**config.mk**
```make
export PLATFORM = sky130hd
export DESIGN_NAME = char_lcd_i2c_expander_driver
export DESIGN_NICKNAME = d
export VERILOG_FILES = /design/src/rtl/clcd_pkg.sv /design/src/rtl/clcd_front.sv /design/src/rtl/clcd_queue.sv /design/src/rtl/clcd_back.sv /design/src/rtl/char_lcd_i2c_expander_driver.sv
export SDC_FILE = /design/constraint.sdc
export NUM_CORES = 1
export LEC_CHECK = 0
export BUFFER_PORTS_ARGS = -buffer_cell sky130_fd_sc_hd__buf_2
export CAP_MARGIN = 20
export CORE_ASPECT_RATIO = 1.25
export CORE_MARGIN = 5
export CORE_UTILIZATION = 35
export CTS_BUF_LIST = sky130_fd_sc_hd__clkbuf_4 sky130_fd_sc_hd__clkbuf_8
export CTS_CLUSTER_DIAMETER = 150
export DETAILED_ROUTE_END_ITERATION = 10
export PLACE_DENSITY = 0.64
export REMOVE_ABC_BUFFERS = 1
export SYNTH_ARGS = -nofsm -noshare
export SYNTH_HDL_FRONTEND = slang
export SYNTH_SLANG_ARGS = --single-unit
```
**constraint.sdc**
```tcl
create_clock -name i_clk -period 4 [get_ports i_clk]
set_input_delay 0.4 -clock i_clk [delete_from_list [all_inputs] [get_ports i_clk]]
set_output_delay 0.4 -clock i_clk [all_outputs]
set_load 0.02 [all_outputs]
```
**src/rtl/clcd_pkg.sv**
```systemverilog
// Shared types, constants and the power-up table for the character LCD
// expander driver. No dependencies; imported by every module of the block.
package clcd_pkg;

    // Sizing
    localparam int QUEUE_DEPTH_DEF = 2;
    localparam int LINE_LEN_W      = 6;
    localparam logic [LINE_LEN_W-1:0] LINE_LEN_RST = 6'd16;
    localparam logic [LINE_LEN_W-1:0] COL_MAX      = 6'd63;

    // Input operation codes (carried in tuser)
    localparam logic OP_TEXT = 1'b0;
    localparam logic OP_INIT = 1'b1;

    // Control characters
    localparam logic [7:0] CHR_BEL = 8'h07;
    localparam logic [7:0] CHR_BS  = 8'h08;
    localparam logic [7:0] CHR_TAB = 8'h09;
    localparam logic [7:0] CHR_LF  = 8'h0A;
    localparam logic [7:0] CHR_CR  = 8'h0D;

    // LCD commands
    localparam logic [7:0] CMD_CLEAR = 8'h01;
    localparam logic [7:0] CMD_HOME  = 8'h02;
    localparam logic [7:0] CMD_LINE2 = 8'h80 | 8'h40;

    // Waits after an expander byte, in microseconds
    localparam logic [11:0] DLY_NONE   = 12'd0;
    localparam logic [11:0] DLY_E_HIGH = 12'd1;
    localparam logic [11:0] DLY_E_LOW  = 12'd50;
    localparam logic [11:0] DLY_LONG   = 12'd2050;

    // Power-up sequence last step index and leading raw bytes (no backlight bit)
    localparam logic [4:0] INIT_LAST      = 5'd30;
    localparam logic [4:0] INIT_RAW_STEPS = 5'd2;

    // Kind of work handed from front to back
    typedef enum logic [1:0] {
        KIND_INIT,
        KIND_RAW,
        KIND_LCD
    } t_kind;

    // One queued job. KIND_LCD sends an optional long command, then val.
    typedef struct packed {
        t_kind      kind;
        logic       bl;
        logic       has_first;
        logic [7:0] first_val;
        logic [7:0] val;
        logic       rs;
        logic       is_long;
        logic       eos;
    } t_job;

    // Queue head as seen by the back end
    typedef struct packed {
        logic valid;
        t_job job;
    } t_q_head;

    typedef struct packed {
        logic [11:0] delay;
        logic [7:0]  data;
    } t_rom_word;

    // Power-up sequence; steps from 26 on already carry the backlight bit
    function automatic t_rom_word init_rom(input logic [4:0] idx);
        t_rom_word w;
        case (idx)
            5'd0:    w = '{12'd0,    8'h00};
            5'd1:    w = '{12'd1000, 8'h00};
            5'd2:    w = '{12'd1,    8'h34};
            5'd3:    w = '{12'd1050, 8'h30};
            5'd4:    w = '{12'd1,    8'h34};
            5'd5:    w = '{12'd1050, 8'h30};
            5'd6:    w = '{12'd1,    8'h34};
            5'd7:    w = '{12'd1050, 8'h30};
            5'd8:    w = '{12'd1,    8'h24};
            5'd9:    w = '{12'd1050, 8'h20};
            5'd10:   w = '{12'd1,    8'h24};
            5'd11:   w = '{12'd50,   8'h20};
            5'd12:   w = '{12'd1,    8'h84};
            5'd13:   w = '{12'd1050, 8'h80};
            5'd14:   w = '{12'd1,    8'h04};
            5'd15:   w = '{12'd50,   8'h00};
            5'd16:   w = '{12'd1,    8'hC4};
            5'd17:   w = '{12'd1050, 8'hC0};
            5'd18:   w = '{12'd1,    8'h04};
            5'd19:   w = '{12'd50,   8'h00};
            5'd20:   w = '{12'd1,    8'h64};
            5'd21:   w = '{12'd2050, 8'h60};
            5'd22:   w = '{12'd1,    8'h04};
            5'd23:   w = '{12'd50,   8'h00};
            5'd24:   w = '{12'd1,    8'h14};
            5'd25:   w = '{12'd2050, 8'h10};
            5'd26:   w = '{12'd0,    8'h08};
            5'd27:   w = '{12'd1,    8'h0C};
            5'd28:   w = '{12'd50,   8'h08};
            5'd29:   w = '{12'd1,    8'h2C};
            5'd30:   w = '{12'd2050, 8'h28};
            default: w = '{12'd0,    8'h00};
        endcase
        return w;
    endfunction

endpackage

```
**src/rtl/clcd_front.sv**
```systemverilog
// Front end: accepts input transactions, tracks cursor column and backlight,
// classifies each byte into a job for the queue. Depends on clcd_pkg.
module clcd_front
    import clcd_pkg::*;
(
    input  logic                  i_clk,
    input  logic                  i_rst_n,
    input  logic                  i_s_tvalid,
    output logic                  o_s_tready,
    input  logic [7:0]            i_s_tdata,   // [7:0] char_byte
    input  logic                  i_s_tuser,   // [0] op
    input  logic                  i_s_tlast,   // end_of_string
    input  logic                  i_cfg_valid,
    output logic                  o_cfg_ready,
    input  logic [LINE_LEN_W-1:0] i_cfg_data,
    input  logic                  i_full,
    output logic                  o_push,
    output t_job                  o_job
);

    logic [LINE_LEN_W-1:0] r_line_len;
    logic [LINE_LEN_W-1:0] r_column, n_column;
    logic                  r_backlight, n_backlight;
    logic                  accept;
    logic                  drop;
    logic [LINE_LEN_W:0]   col_lim;

    assign o_s_tready  = !i_full;
    assign o_cfg_ready = 1'b1;
    assign accept      = i_s_tvalid && o_s_tready;
    assign o_push      = accept && !drop;

    // Column saturates at line_length+1, capped at the counter range
    assign col_lim = ({1'b0, r_line_len} + 7'd1 > {1'b0, COL_MAX}) ?
                     {1'b0, COL_MAX} : {1'b0, r_line_len} + 7'd1;

    // Classify the incoming byte
    always_comb begin
        o_job           = '0;
        o_job.kind      = KIND_LCD;
        o_job.bl        = r_backlight;
        o_job.eos       = i_s_tlast;
        drop            = 1'b0;
        n_column        = r_column;
        n_backlight     = r_backlight;
        if (i_s_tuser == OP_INIT) begin
            o_job.kind  = KIND_INIT;
            n_column    = '0;
            n_backlight = 1'b1;
        end else begin
            case (i_s_tdata)
                CHR_CR: begin
                    o_job.has_first = 1'b1;
                    o_job.first_val = CMD_CLEAR;
                    o_job.val       = CMD_HOME;
                    o_job.is_long   = 1'b1;
                    n_column        = '0;
                end
                CHR_BEL: begin
                    o_job.kind  = KIND_RAW;
                    o_job.bl    = 1'b1;
                    n_backlight = 1'b1;
                end
                CHR_BS: begin
                    o_job.kind  = KIND_RAW;
                    o_job.bl    = 1'b0;
                    n_backlight = 1'b0;
                end
                CHR_TAB: begin
                    o_job.val     = CMD_HOME;
                    o_job.is_long = 1'b1;
                    n_column      = '0;
                end
                CHR_LF: begin
                    drop = 1'b1;
                end
                default: begin
                    o_job.has_first = (r_column == r_line_len);
                    o_job.first_val = CMD_LINE2;
                    o_job.val       = i_s_tdata;
                    o_job.rs        = 1'b1;
                    if ({1'b0, r_column} < col_lim) begin
                        n_column = r_column + 6'd1;
                    end
                end
            endcase
        end
    end

    // State and configuration registers
    always_ff @(posedge i_clk) begin
        if (!i_rst_n) begin
            r_line_len  <= LINE_LEN_RST;
            r_column    <= '0;
            r_backlight <= 1'b0;
        end else begin
            if (i_cfg_valid && o_cfg_ready) begin
                r_line_len <= i_cfg_data;
            end
            if (accept) begin
                r_column    <= n_column;
                r_backlight <= n_backlight;
            end
        end
    end

endmodule

```
**src/rtl/clcd_queue.sv**
```systemverilog
// Job queue between front and back ends, a small circular buffer.
// Depends on clcd_pkg for the job type.
module clcd_queue
    import clcd_pkg::*;
#(
    parameter int QUEUE_DEPTH = QUEUE_DEPTH_DEF
) (
    input  logic    i_clk,
    input  logic    i_rst_n,
    input  logic    i_push,
    input  t_job    i_job,
    output logic    o_full,
    input  logic    i_pop,
    output t_q_head o_head
);

    localparam int PW = (QUEUE_DEPTH > 1) ? $clog2(QUEUE_DEPTH) : 1;
    localparam int CW = $clog2(QUEUE_DEPTH + 1);

    t_job          r_mem [QUEUE_DEPTH];
    logic [PW-1:0] r_wr_ptr;
    logic [PW-1:0] r_rd_ptr;
    logic [CW-1:0] r_count;

    assign o_full       = (r_count == CW'(QUEUE_DEPTH));
    assign o_head.valid = (r_count != '0);
    assign o_head.job   = r_mem[r_rd_ptr];

    // Storage
    always_ff @(posedge i_clk) begin
        if (i_push) begin
            r_mem[r_wr_ptr] <= i_job;
        end
    end

    // Pointers and fill count
    always_ff @(posedge i_clk) begin
        if (!i_rst_n) begin
            r_wr_ptr <= '0;
            r_rd_ptr <= '0;
            r_count  <= '0;
        end else begin
            if (i_push) begin
                r_wr_ptr <= (r_wr_ptr == PW'(QUEUE_DEPTH - 1)) ? '0 : r_wr_ptr + PW'(1);
            end
            if (i_pop) begin
                r_rd_ptr <= (r_rd_ptr == PW'(QUEUE_DEPTH - 1)) ? '0 : r_rd_ptr + PW'(1);
            end
            if (i_push && !i_pop) begin
                r_count <= r_count + CW'(1);
            end else if (i_pop && !i_push) begin
                r_count <= r_count - CW'(1);
            end
        end
    end

endmodule

```
**src/rtl/clcd_back.sv**
```systemverilog
// Back end: expands the job at the queue head into expander bytes, one per cycle while the
// output is not stalled, into the output register. Depends on clcd_pkg (types, init table).
module clcd_back
    import clcd_pkg::*;
(
    input  logic        i_clk,
    input  logic        i_rst_n,
    input  t_q_head     i_head,
    output logic        o_pop,
    output logic        o_m_tvalid,
    input  logic        i_m_tready,
    output logic [23:0] o_m_tdata,  // [7:0] bus_byte, [19:8] delay_us, [23:20] zero
    output logic        o_m_tuser,  // [0] string_done
    output logic        o_m_tlast   // last
);

    logic [4:0]  r_step;
    logic        r_out_valid;
    logic [7:0]  r_out_byte;
    logic [11:0] r_out_delay;
    logic        r_out_last;
    logic        r_out_done;

    t_job        job;
    t_rom_word   rom;
    logic        fire;
    logic        final_step;
    logic [7:0]  cur_byte;
    logic [11:0] cur_delay;
    logic        unit_second;
    logic [1:0]  k;
    logic [7:0]  lcd_val;
    logic        lcd_rs;
    logic        lcd_long;
    logic [3:0]  nib;
    logic [7:0]  bl_mask;

    assign job     = i_head.job;
    assign fire    = i_head.valid && (!r_out_valid || i_m_tready);
    assign o_pop   = fire && final_step;
    assign bl_mask = {4'b0, job.bl, 3'b0};

    // LCD byte: four expander bytes per unit, optional leading long command
    assign unit_second = !job.has_first || r_step[2];
    assign k           = r_step[1:0];
    assign lcd_val     = unit_second ? job.val : job.first_val;
    assign lcd_rs      = unit_second ? job.rs : 1'b0;
    assign lcd_long    = unit_second ? job.is_long : 1'b1;
    assign nib         = k[1] ? lcd_val[3:0] : lcd_val[7:4];
    assign rom         = init_rom(r_step);

    // Select the byte for the current step
    always_comb begin
        cur_byte   = '0;
        cur_delay  = DLY_NONE;
        final_step = 1'b1;
        case (job.kind)
            KIND_INIT: begin
                cur_byte   = (r_step >= INIT_RAW_STEPS) ? (rom.data | bl_mask) : rom.data;
                cur_delay  = rom.delay;
                final_step = (r_step == INIT_LAST);
            end
            KIND_RAW: begin
                cur_byte   = bl_mask;
                cur_delay  = DLY_NONE;
                final_step = 1'b1;
            end
            KIND_LCD: begin
                cur_byte   = {nib, job.bl, ~k[0], 1'b0, lcd_rs};
                cur_delay  = !k[0] ? DLY_E_HIGH :
                             ((k[1] && lcd_long) ? DLY_LONG : DLY_E_LOW);
                final_step = unit_second && (k == 2'd3);
            end
            default: begin
                cur_byte   = '0;
                cur_delay  = DLY_NONE;
                final_step = 1'b1;
            end
        endcase
    end

    // Step counter and output register
    always_ff @(posedge i_clk) begin
        if (!i_rst_n) begin
            r_step      <= '0;
            r_out_valid <= 1'b0;
        end else begin
            if (fire) begin
                r_step      <= final_step ? '0 : r_step + 5'd1;
                r_out_valid <= 1'b1;
            end else if (i_m_tready) begin
                r_out_valid <= 1'b0;
            end
        end
    end

    always_ff @(posedge i_clk) begin
        if (fire) begin
            r_out_byte  <= cur_byte;
            r_out_delay <= cur_delay;
            r_out_last  <= final_step;
            r_out_done  <= final_step && job.eos;
        end
    end

    assign o_m_tvalid = r_out_valid;
    assign o_m_tdata  = {4'b0, r_out_delay, r_out_byte};
    assign o_m_tuser  = r_out_done;
    assign o_m_tlast  = r_out_last;

endmodule

```
**src/rtl/char_lcd_i2c_expander_driver.sv**
```systemverilog
// Top level of the character LCD expander driver: front end, job queue and
// back end. Depends on clcd_pkg, clcd_front, clcd_queue, clcd_back.
//
// Usage:
//   Slave stream (i_s_*): tdata[7:0] = text byte, tuser = op (1 = power-up
//   init), tlast = end of host string. Master stream (o_m_*): tdata[7:0] =
//   expander byte, tdata[19:8] = wait in microseconds after it, tlast = last
//   byte of that input, tuser = end-of-string echo on that last byte.
//   Config channel (i_cfg_*) writes line_length; write only while idle.
// Path: an accepted input is queued, then the back end registers its first expander byte.
// Throughput: the back end emits one expander byte per cycle while the output
//   is not stalled; a printable character expands to 4 expander bytes (8 with
//   the line-two jump), CR 8, TAB 4, BEL/BS 1 and init 31. LF is accepted and
//   produces nothing. The front end keeps accepting into a QUEUE_DEPTH-entry job
//   queue while the back end works, so the output byte rate sets the sustained rate.
// Reset: synchronous active low; line_length = 16, backlight off, column 0,
//   queue empty, no output valid.
// Stall: when i_m_tready is low the output byte holds, the back end waits,
//   and input is refused only once the job queue is full.
module char_lcd_i2c_expander_driver
    import clcd_pkg::*;
#(
    parameter int QUEUE_DEPTH = QUEUE_DEPTH_DEF
) (
    input  logic                  i_clk,
    input  logic                  i_rst_n,
    input  logic                  i_s_tvalid,
    output logic                  o_s_tready,
    input  logic [7:0]            i_s_tdata,   // [7:0] char_byte
    input  logic                  i_s_tuser,   // [0] op
    input  logic                  i_s_tlast,   // end_of_string
    output logic                  o_m_tvalid,
    input  logic                  i_m_tready,
    output logic [23:0]           o_m_tdata,   // [7:0] bus_byte, [19:8] delay_us
    output logic                  o_m_tuser,   // [0] string_done
    output logic                  o_m_tlast,   // last
    input  logic                  i_cfg_valid,
    output logic                  o_cfg_ready,
    input  logic [LINE_LEN_W-1:0] i_cfg_data   // line_length
);

    logic    push;
    logic    pop;
    logic    full;
    t_job    job;
    t_q_head head;

    clcd_front u_front (
        .i_clk       (i_clk),
        .i_rst_n     (i_rst_n),
        .i_s_tvalid  (i_s_tvalid),
        .o_s_tready  (o_s_tready),
        .i_s_tdata   (i_s_tdata),
        .i_s_tuser   (i_s_tuser),
        .i_s_tlast   (i_s_tlast),
        .i_cfg_valid (i_cfg_valid),
        .o_cfg_ready (o_cfg_ready),
        .i_cfg_data  (i_cfg_data),
        .i_full      (full),
        .o_push      (push),
        .o_job       (job)
    );

    clcd_queue #(
        .QUEUE_DEPTH (QUEUE_DEPTH)
    ) u_queue (
        .i_clk   (i_clk),
        .i_rst_n (i_rst_n),
        .i_push  (push),
        .i_job   (job),
        .o_full  (full),
        .i_pop   (pop),
        .o_head  (head)
    );

    clcd_back u_back (
        .i_clk      (i_clk),
        .i_rst_n    (i_rst_n),
        .i_head     (head),
        .o_pop      (pop),
        .o_m_tvalid (o_m_tvalid),
        .i_m_tready (i_m_tready),
        .o_m_tdata  (o_m_tdata),
        .o_m_tuser  (o_m_tuser),
        .o_m_tlast  (o_m_tlast)
    );

    // String end is only flagged on the last byte of a transaction's expansion
    a_done_on_last: assert property (@(posedge i_clk) disable iff (!i_rst_n)
        o_m_tvalid && o_m_tuser |-> o_m_tlast)
        else $error("string_done without last");

    // Within one expansion the back end never leaves a gap
    a_no_gap: assert property (@(posedge i_clk) disable iff (!i_rst_n)
        o_m_tvalid && i_m_tready && !o_m_tlast |=> o_m_tvalid)
        else $error("gap inside an expansion");

    // A popped job must have been at the queue head
    a_pop_valid: assert property (@(posedge i_clk) disable iff (!i_rst_n)
        pop |-> head.valid)
        else $error("pop from empty queue");

endmodule

```
==> results.txt <==
final count of negative-setup-slack endpoints: 0
Post-CTS Setup Inserts: 0
Vias/cell: 5.34
outcome: complete, no violations
Synth Instances: 455
top_reg_cell synth: edfxtp_1
Req. time, crit path: 4.26 ns
Final Hold Vio Count: 0
area fraction of the dominant cell type after synthesis: 31.9%
CP max FO: 8
RR Startpoint: u_front.r_line_len[0]$_SDFFE_PN0P_
htree depth: 3
DIE HEIGHT: 141 um
num rows: 47
post-synthesis register bit count: 88
CTS clk-pin slew, worst paths: 0.09 ns
initial antenna violation count: 0
leakage: 2.03 nW
crit path launch type: register
Clock Latency Late Sink: 0.36 ns
drt wl/cell: 16.0 um
dominant cells by area after synthesis: edfxtp_1, dfxtp_1, ha_1, mux2i_1, nor2_1
metal2 WL: 5390 um
synthesized area: 4800 um2
Die Wd: 115 um
CP max stage delay: 0.49 ns
Clock Path Buffers: 2
hold path cells: 1
skew final: 0.0128 ns
Worst Tran Pin Value: 0.989 ns
drt initial violations: 194
vias in the first global route: 3563
design area: 5370 um2
Buf/Inv on CP: 0
Vias: 3578
largest net degree at the start of global routing: 24
worst r2r path cells: 13
clock sinks: 88
die area: 16200 um2
Max IR drop VDD: 0.252 mV
DR DRC count: 0
Worst Min Path Start: i_s_tlast
Final Critical Period: 3.52 ns
Tcrit/Tclk final: 88.0%
diodes inserted: 0
layout cells sized above 1: 18.0%
All-Layer GR Usage: 13.4%
worst path cell trace: ha_1 -> nor2b_1 -> a22oi_1 -> nor4_1 -> o2bb2ai_1 -> and2_1 -> ha_1 -> a41o_1 -> a21oi_1 -> nor3b_1 -> nand4_1 -> o21a_1 -> o21ba_2
total gr overflow: 0
first-pass GRT wire length: 17500 um
worst path arrival time: 3.78 ns
number of synthesized flops with an enable pin: 51
post-CTS sizing: 0
cell taking the most area after synthesis: edfxtp_1
pwr dens: 567 nW/um2
worst hold path class: input pin to register
Num CTS Buffers: 9
Max-Cap Viols: 0
Slew HR: 33.6%
Slowest cell on crit path: dfxtp_1
Initial Utilization: 36.0%
WL met3: 579 um
sequential area share after synthesis: 47.3%
number of warnings issued by yosys: 0
number of port buffers: 42
CP Launch Point: u_front.r_line_len[0]$_SDFFE_PN0P_
TritonRoute pass-1 iters: 5
final net count: 531
Post-Route Utilization: 40.2%
RSZ-0062 raised after global routing: false
root buffer cell: clkbuf_8
Highest Signal Layer: met4
DP Area: 5160 um2
ys async rst share: 0%
crit-path leading delay family: simple AND/OR/NAND/NOR gates
synthesis-to-layout area growth: 11.7%
final WL: 10700 um
Avg Cell Area, Syn: 10.6 um2
hpwl dp: 7920 um
Routed Antenna Nets: 0
CP Class: register to register
post-synthesis cell type count: 77
critical path depth: 13
IO Pins: 50
endpoint type of the worst setup path: register
Slew Limit Fails: 0
gp weighted congestion: 0.903
Sum Neg Setup Slack: 0 ns
max frequency: 284 MHz
Core ar.: 13300 um2
DRT met1 WL: 4420 um
CTS tree: built
hold bufs inserted after CTS: 0
Crit path top cell by count: ha_1
==> cells in the mapped netlist, drive strengths merged (3+ instances only) <==
cell / instances
a211oi: 3
or3: 7
a21oi: 11
nand2: 27
nor3: 12
nand2b: 5
o311ai: 4
buf: 17
clkbuf: 12
a31oi: 5
mux4: 4
nand4: 8
a41o: 3
ha: 16
nor2b: 15
xnor2: 13
edfxtp: 51
nor2: 36
nor4: 6
a21boi: 4
dfxtp: 37
xor2: 12
inv: 12
and2: 19
o22ai: 5
mux2i: 15
o211ai: 4
o31ai: 4
or2: 3
a22oi: 5
o21ai: 19
and3: 8
mux2: 3
a21o: 7
nand3: 10
==> report_power, final <==
part / leakage (nW) / switching, mW / internal [mW]
combinational: 1.14 / 0.701 / 0.400
clock: 0.0989 / 0.331 / 0.308
sequential: 0.793 / 0.0996 / 1.20
total: 2.03 / 1.13 / 1.91
==> routing by layer <==
layer	GRT usage [%]	vias up
met5	0	-
met4	5.69	0
met3	2.70	23
met2	23.3	113
met1	15.8	1697
li1	-	1745
==> cell type report <==
type / count / area, um2
fillers: 1267 / 7980
multi-input cells: 330 / 2340
flip-flops and latches: 88 / 2270
repair buffers: 52 / 285
well taps: 171 / 214
clock buffers: 10 / 138
clock inverters: 6 / 67.6
inverters: 13 / 48.8
==> cell families (layout without fill, tap and decap cells) <==
logic type | Yosys count | count (layout) | synth area share [%]
simple gates | 166 | 166 | 18.9
compound gates | 94 | 94 | 14.3
fa+ha+maj | 16 | 16 | 4.17
mux | 22 | 22 | 5.78
other cells | 2 | 7 | 0.156
flops | 88 | 88 | 47.3
xor+xnor | 25 | 25 | 5.10
buf+inv | 42 | 81 | 4.35
==> path summary, 6_finish.rpt <==
kind	to	slack, ns
max	u_front.r_column[5]$_SDFFE_PN0P_	0.48
min	u_queue.r_mem[0][0]$_DFFE_PP_	0.23
max reg2reg	u_front.r_column[5]$_SDFFE_PN0P_	0.48
min reg2reg	u_back.r_out_delay[9]$_SDFFCE_PN0P_	0.51
==> placed cells by master, fill, tap and decap left out, types with 7 or more instances in the layout <==
master and count:
a21o_1 7, a21oi_1 11, and2_1 17, and3_1 8, buf_2 42, buf_4 10, clkbuf_8 10, conb_1 7
dfxtp_1 37, edfxtp_1 51, ha_1 16, inv_1 11, mux2i_1 15, nand2_1 26, nand3_1 10, nand4_1 8
nor2_1 35, nor2b_1 15, nor3_1 11, o21ai_0 17, or3_1 7, xnor2_1 12, xor2_1 11
==> per-stage QoR <==
stage	std cells	worst slack, ns	hold WS, ns	power [mW]
2_1_floorplan	431	0.919	0.462	2.07
3_3_place_gp	654	0.698	0.486	2.41
5_1_grt	670	0.189	0.207	3.23
4_1_cts	670	0.477	0.215	3.07
3_5_place_dp	654	0.529	0.494	2.43
6_report	670	0.482	0.231	3.04
==> state kept, by name, indices dropped and copies added (netlist names), 2 cells and up, named ones only <==
name / flops
u_back.r_step: 5
u_back.r_out_byte: 7
u_back.r_out_delay: 8
u_queue.r_mem: 34
u_front.r_column: 6
u_front.r_line_len: 6
u_queue.r_count: 2
u_back.rom: 13
(Power assumes the default switching activity.)
